**config.mk**
```make
export PLATFORM = sky130hd
export DESIGN_NAME = cr2u_utf8_enc
export DESIGN_NICKNAME = d
export VERILOG_FILES = /design/src/rtl/core/cr2u_pkg.sv /design/src/rtl/core/cr2u_utf8_enc.sv
export SDC_FILE = /design/constraint.sdc
export NUM_CORES = 1
export LEC_CHECK = 0
export BUFFER_PORTS_ARGS = -buffer_cell sky130_fd_sc_hd__buf_2
export CAP_MARGIN = 40
export CORE_UTILIZATION = 39
export DETAILED_ROUTE_END_ITERATION = 10
export GPL_TIMING_DRIVEN = 0
export PLACE_DENSITY_LB_ADDON = 0.25
export SYNTH_ARGS = -nofsm -noshare
export SYNTH_HDL_FRONTEND = slang
export SYNTH_SLANG_ARGS = --single-unit
export TNS_END_PERCENT = 10
```
**constraint.sdc**
```tcl
create_clock -name vclk -period 1.61
set_input_delay 0.0805 -clock vclk [all_inputs]
set_output_delay 0.0805 -clock vclk [all_outputs]
set_load 0.005 [all_outputs]
```
**src/rtl/core/cr2u_pkg.sv**
```systemverilog
package cr2u_pkg;

	// Unicode limits
	localparam logic [20:0] MAX_CODE = 21'h10ffff;
	localparam logic [20:0] SURR_LO  = 21'h00d800;
	localparam logic [20:0] SURR_HI  = 21'h00dfff;

	// UTF-8 lead and continuation marks
	localparam logic [7:0] LEAD2     = 8'hc0;
	localparam logic [7:0] LEAD3     = 8'he0;
	localparam logic [7:0] LEAD4     = 8'hf0;
	localparam logic [7:0] CONT      = 8'h80;
	localparam logic [7:0] CONT_MASK = 8'h3f;

	// Case fold bit
	localparam logic [7:0] FOLD = 8'h20;

	// Parse phase of a reference body
	typedef enum logic [1:0] {
		PH_START,
		PH_HASH,
		PH_DIGITS,
		PH_NAME
	} phase_t;

	typedef struct packed {
		logic [7:0] body_byte;
		logic       byte_present;
		logic       is_last;
	} in_item_t;

	typedef struct packed {
		logic [7:0] utf8_byte;
		logic       decoded;
		logic       run_end;
	} out_item_t;

	// One encoded reference: up to four bytes, index of the final one, success
	typedef struct packed {
		logic [3:0][7:0] bytes;
		logic [1:0]      last_idx;
		logic            ok;
	} run_t;

	// Named references, lower case, padded with zero
	localparam int ENT_COUNT   = 10;
	localparam int ENT_MAX_LEN = 6;

	localparam logic [7:0] ENT_TEXT [ENT_COUNT][ENT_MAX_LEN] = '{
		'{"a", "m", "p", 8'h00, 8'h00, 8'h00},
		'{"l", "t", 8'h00, 8'h00, 8'h00, 8'h00},
		'{"g", "t", 8'h00, 8'h00, 8'h00, 8'h00},
		'{"q", "u", "o", "t", 8'h00, 8'h00},
		'{"a", "p", "o", "s", 8'h00, 8'h00},
		'{"n", "b", "s", "p", 8'h00, 8'h00},
		'{"n", "d", "a", "s", "h", 8'h00},
		'{"m", "d", "a", "s", "h", 8'h00},
		'{"h", "e", "l", "l", "i", "p"},
		'{"m", "i", "d", "d", "o", "t"}
	};

	localparam logic [2:0] ENT_LEN [ENT_COUNT] = '{
		3'd3, 3'd2, 3'd2, 3'd4, 3'd4, 3'd4, 3'd5, 3'd5, 3'd6, 3'd6
	};

	// nbsp decodes to a plain space
	localparam logic [20:0] ENT_CODE [ENT_COUNT] = '{
		21'h000026, 21'h00003c, 21'h00003e, 21'h000022, 21'h000027,
		21'h000020, 21'h002013, 21'h002014, 21'h002026, 21'h0000b7
	};

endpackage

```
**src/rtl/core/cr2u_utf8_enc.sv**
```systemverilog
module cr2u_utf8_enc (
	input  logic [20:0]     code_point,
	input  logic            code_ok,
	output cr2u_pkg::run_t  run
);

	logic surrogate;

	assign surrogate = (code_point >= cr2u_pkg::SURR_LO) && (code_point <= cr2u_pkg::SURR_HI);

	// Pick the encoding length and build the bytes; a failure is one zero byte
	always_comb begin
		run = '0;
		if (!code_ok || surrogate) begin
			run.ok = 1'b0;
		end else if (code_point <= 21'h00007f) begin
			run.bytes[0] = code_point[7:0];
			run.last_idx = 2'd0;
			run.ok       = 1'b1;
		end else if (code_point <= 21'h0007ff) begin
			run.bytes[0] = cr2u_pkg::LEAD2 | {3'b000, code_point[10:6]};
			run.bytes[1] = cr2u_pkg::CONT | ({2'b00, code_point[5:0]} & cr2u_pkg::CONT_MASK);
			run.last_idx = 2'd1;
			run.ok       = 1'b1;
		end else if (code_point <= 21'h00ffff) begin
			run.bytes[0] = cr2u_pkg::LEAD3 | {4'b0000, code_point[15:12]};
			run.bytes[1] = cr2u_pkg::CONT | ({2'b00, code_point[11:6]} & cr2u_pkg::CONT_MASK);
			run.bytes[2] = cr2u_pkg::CONT | ({2'b00, code_point[5:0]} & cr2u_pkg::CONT_MASK);
			run.last_idx = 2'd2;
			run.ok       = 1'b1;
		end else begin
			run.bytes[0] = cr2u_pkg::LEAD4 | {5'b00000, code_point[20:18]};
			run.bytes[1] = cr2u_pkg::CONT | ({2'b00, code_point[17:12]} & cr2u_pkg::CONT_MASK);
			run.bytes[2] = cr2u_pkg::CONT | ({2'b00, code_point[11:6]} & cr2u_pkg::CONT_MASK);
			run.bytes[3] = cr2u_pkg::CONT | ({2'b00, code_point[5:0]} & cr2u_pkg::CONT_MASK);
			run.last_idx = 2'd3;
			run.ok       = 1'b1;
		end
	end

endmodule

```
Yosys cells after proc, flatten, opt, wreduce, memory -nomap -nowiden. Cells that the tools add are included. Widths: inputs -> output; s select.

Order comparisons: 5. Mux-type cells: 8. Reduce and logical (&&, ||, !) cells: 3.

Operators by type and width (count): $le 21x16->1 const B (2); $mux 34 (1); $mux 25 (1); $mux 24 (1); $ge 21x16->1 const B (1); $le 21x11->1 const B (1); $le 21x7->1 const B (1); $mux 19 (1); $mux 16 (1); $mux 11 (1); $mux 8 (1); $logic_and 1x1->1 (1); $logic_not 1->1 (1); $logic_or 1x1->1 (1); $mux 1 (1).

Bits in registers: 0. Output and inout port bits: 35. Logic and storage cells: 16.

Depth between registers and ports, before layout.
Depth in word-level cells: 5. Gate-level depth with buffers: 5.

Worst setup path after synthesis. OpenSTA, ideal clock, no wires.

Path kind: input -> output. Start: input port code_point[18]. End: output port run[19] (netlist name). Arrival time: 1.316 ns. Data required time: 1.529 ns. Setup slack: 0.213 ns. Stages on the path: 5. Buffers on the path: 1. Path through: or3_4 -> or3_4 -> and2_1 -> buf_6 -> a32o_1.

RTL lines: from (decl) (RTL line cr2u_utf8_enc.sv:2) `input logic [20:0] code_point,`; to (decl) (RTL line cr2u_utf8_enc.sv:4) `output cr2u_pkg::run_t run`.

==> metrics <==
kind of critical path in2out; worst-path fanout max 6; register area share after synthesis 0%; RSZ-0062 raised after global routing yes; initial core utilization 44.43%; post-synthesis cell area 614.3 um^2; fin crit period 1.686 ns; Die Outline Area 1738 um^2; status complete, but fails checks; commonest cells in the synthesized netlist and3_1 (8), nor2_1 (7), o21ai_0 (7), a211oi_1 (6), a32o_1 (6); layout cells sized above 1 52.08%; grt total ovfl 0; synthesized area per cell 6.981 um^2; drt drc 0; Pwr Total 0.2025 mW; core footprint 1383 um^2; vias 923; CP required 1.53 ns; initial antenna violation count 0; Final Max Tran Viols 0; Mapped Cells 88; # rows 13; f_max 593.3 MHz; largest net degree at the start of global routing 11; Routed Antenna Nets 0; top cells by area, synth a32o_1 (9.8%), and3_1 (8.1%), a211oi_1 (7.3%), mux2i_1 (6.5%), o21ai_0 (5.7%); first-pass GRT wire length 3.408 mm; initial drt markers 36; Final Hold Viols 0; Ports 57; top cell type by total area after synthesis a32o_1; die width 41.69 um; die height 41.69 um; IR drop worst, VDD 0.1284 mV; crit share post-route 104.7%; CLK BUF 0; top-count cell post-synth and3_1; post-synth top area share 9.776%; pre-CTS WS -0.1208 ns; antenna cells 0; routed len/inst 13.81 um; CP Launch Type input port; port buffer count 54; final setup violating endpoints 9; vias in the first global route 744; first-pass detailed-route iteration total 4; Tightest Hold Check Type in2out; Yosys warnings 0; Reg area 0 um^2; CP endpoint kind output port; routability cong. 0.9254; Layout Nets 168; post-synthesis cell type count 31; FF+latch count 0; final setup margin -0.07557 ns; post-detail-place hpwl 1.634 mm; Worst EP arrival 1.61 ns; failing checks setup timing; Cell Pwr Density 211.3 nW/um^2; drt total wl 2.195 mm; Vias per Instance 5.805; maxcap violations 0; synthesis-to-layout area growth 56.01%; LEAKAGE 0.4854 nW; Total GRT Usage 23.61%
==> final timing paths <==
kind	startpoint	slack (ns)	endpoint	cells after the start
hold / removal	code_point[6]	0.48	run[9]	3
setup / recovery	code_point[19]	-0.08	run[24]	6
==> critical path, stage by stage <==
cell and delay [ns]:
buf_6 0.09, or3_4 0.39, or3_4 0.41, nor3_4 0.29, a32o_1 0.22, buf_2 0.11
==> cells in the final DEF, fill, tap and decap left out, types with 3 or more instances in the layout <==
| master | instances |
|---|---|
| o311a_1 | 3 |
| nand2_1 | 4 |
| buf_4 | 5 |
| nor3_4 | 3 |
| a32o_1 | 6 |
| and3_1 | 8 |
| nor2_1 | 6 |
| mux2i_1 | 4 |
| nor2b_1 | 3 |
| buf_2 | 54 |
| conb_1 | 3 |
| o21ai_0 | 6 |
| or2_2 | 3 |
| a211oi_1 | 5 |
| a31oi_1 | 3 |
| a21oi_1 | 4 |
==> kinds of logic (layout without fill, tap and decap cells) <==
family | after synthesis | after routing | share of synthesized area (%)
AO/OA/AOI/OAI | 36 | 36 | 43.38
other | 1 | 3 | 0.6104
buffers and inverters | 10 | 64 | 10.18
AND/OR/NAND/NOR | 37 | 37 | 39.31
multiplexers | 4 | 4 | 6.518
==> per-layer routing <==
metal	global-route usage (%)	share of wire, %
met1	30.55	44
met2	42.81	48
met3	1.739	7.5
met4	3.871	0.18
met5	0	0
==> stage by stage <==
step / setup TNS, ns / cells / cell area [um^2] / hold slack (ns) / utilization [%]
2_1_floorplan: 0 / 90 / 621.8 / 0.2620 / -
3_3_place_gp: -0.7963 / 159 / 910.9 / 0.4831 / 65.88
3_5_place_dp: -1.067 / 159 / 910.9 / 0.4833 / 65.88
4_1_cts: -0.3072 / 159 / 947.2 / 0.4863 / 68.51
5_1_grt: -0.8349 / 159 / 958.4 / 0.4978 / 69.32
6_report: -0.4753 / 159 / 958.4 / 0.4831 / 69.32
==> cell type report <==
| cell class | instances | area, um^2 |
|---|---|---|
| multi-input combinational | 80 | 594.3 |
| tap | 15 | 18.77 |
| buffer | 9 | 61.31 |
| fill | 126 | 424.2 |
| timing repair buffer | 55 | 284.0 |
==> repair_timing <==
| item | 4_1_cts | 5_1_grt |
|---|---|---|
| hold endpoints to repair | 0 | 0 |
| endpoints found under the setup margin | 23 | 17 |
| setup buffers | 1 | 0 |
| pin swaps | 8 | 4 |
| gates resized for setup | 9 | 4 |
| hold buffers | 0 | 0 |
| gates cloned | 0 | 0 |
==> power breakdown <==
| part | total [mW] | switching, mW | internal [mW] |
|---|---|---|---|
| Combinational | 0.203 | 0.103 | 0.0991 |
| Clock | 0 | 0 | 0 |
| Sequential | 0 | 0 | 0 |
| Total | 0.203 | 0.103 | 0.0991 |
Note: power is estimated with default switching activity, not from simulation.
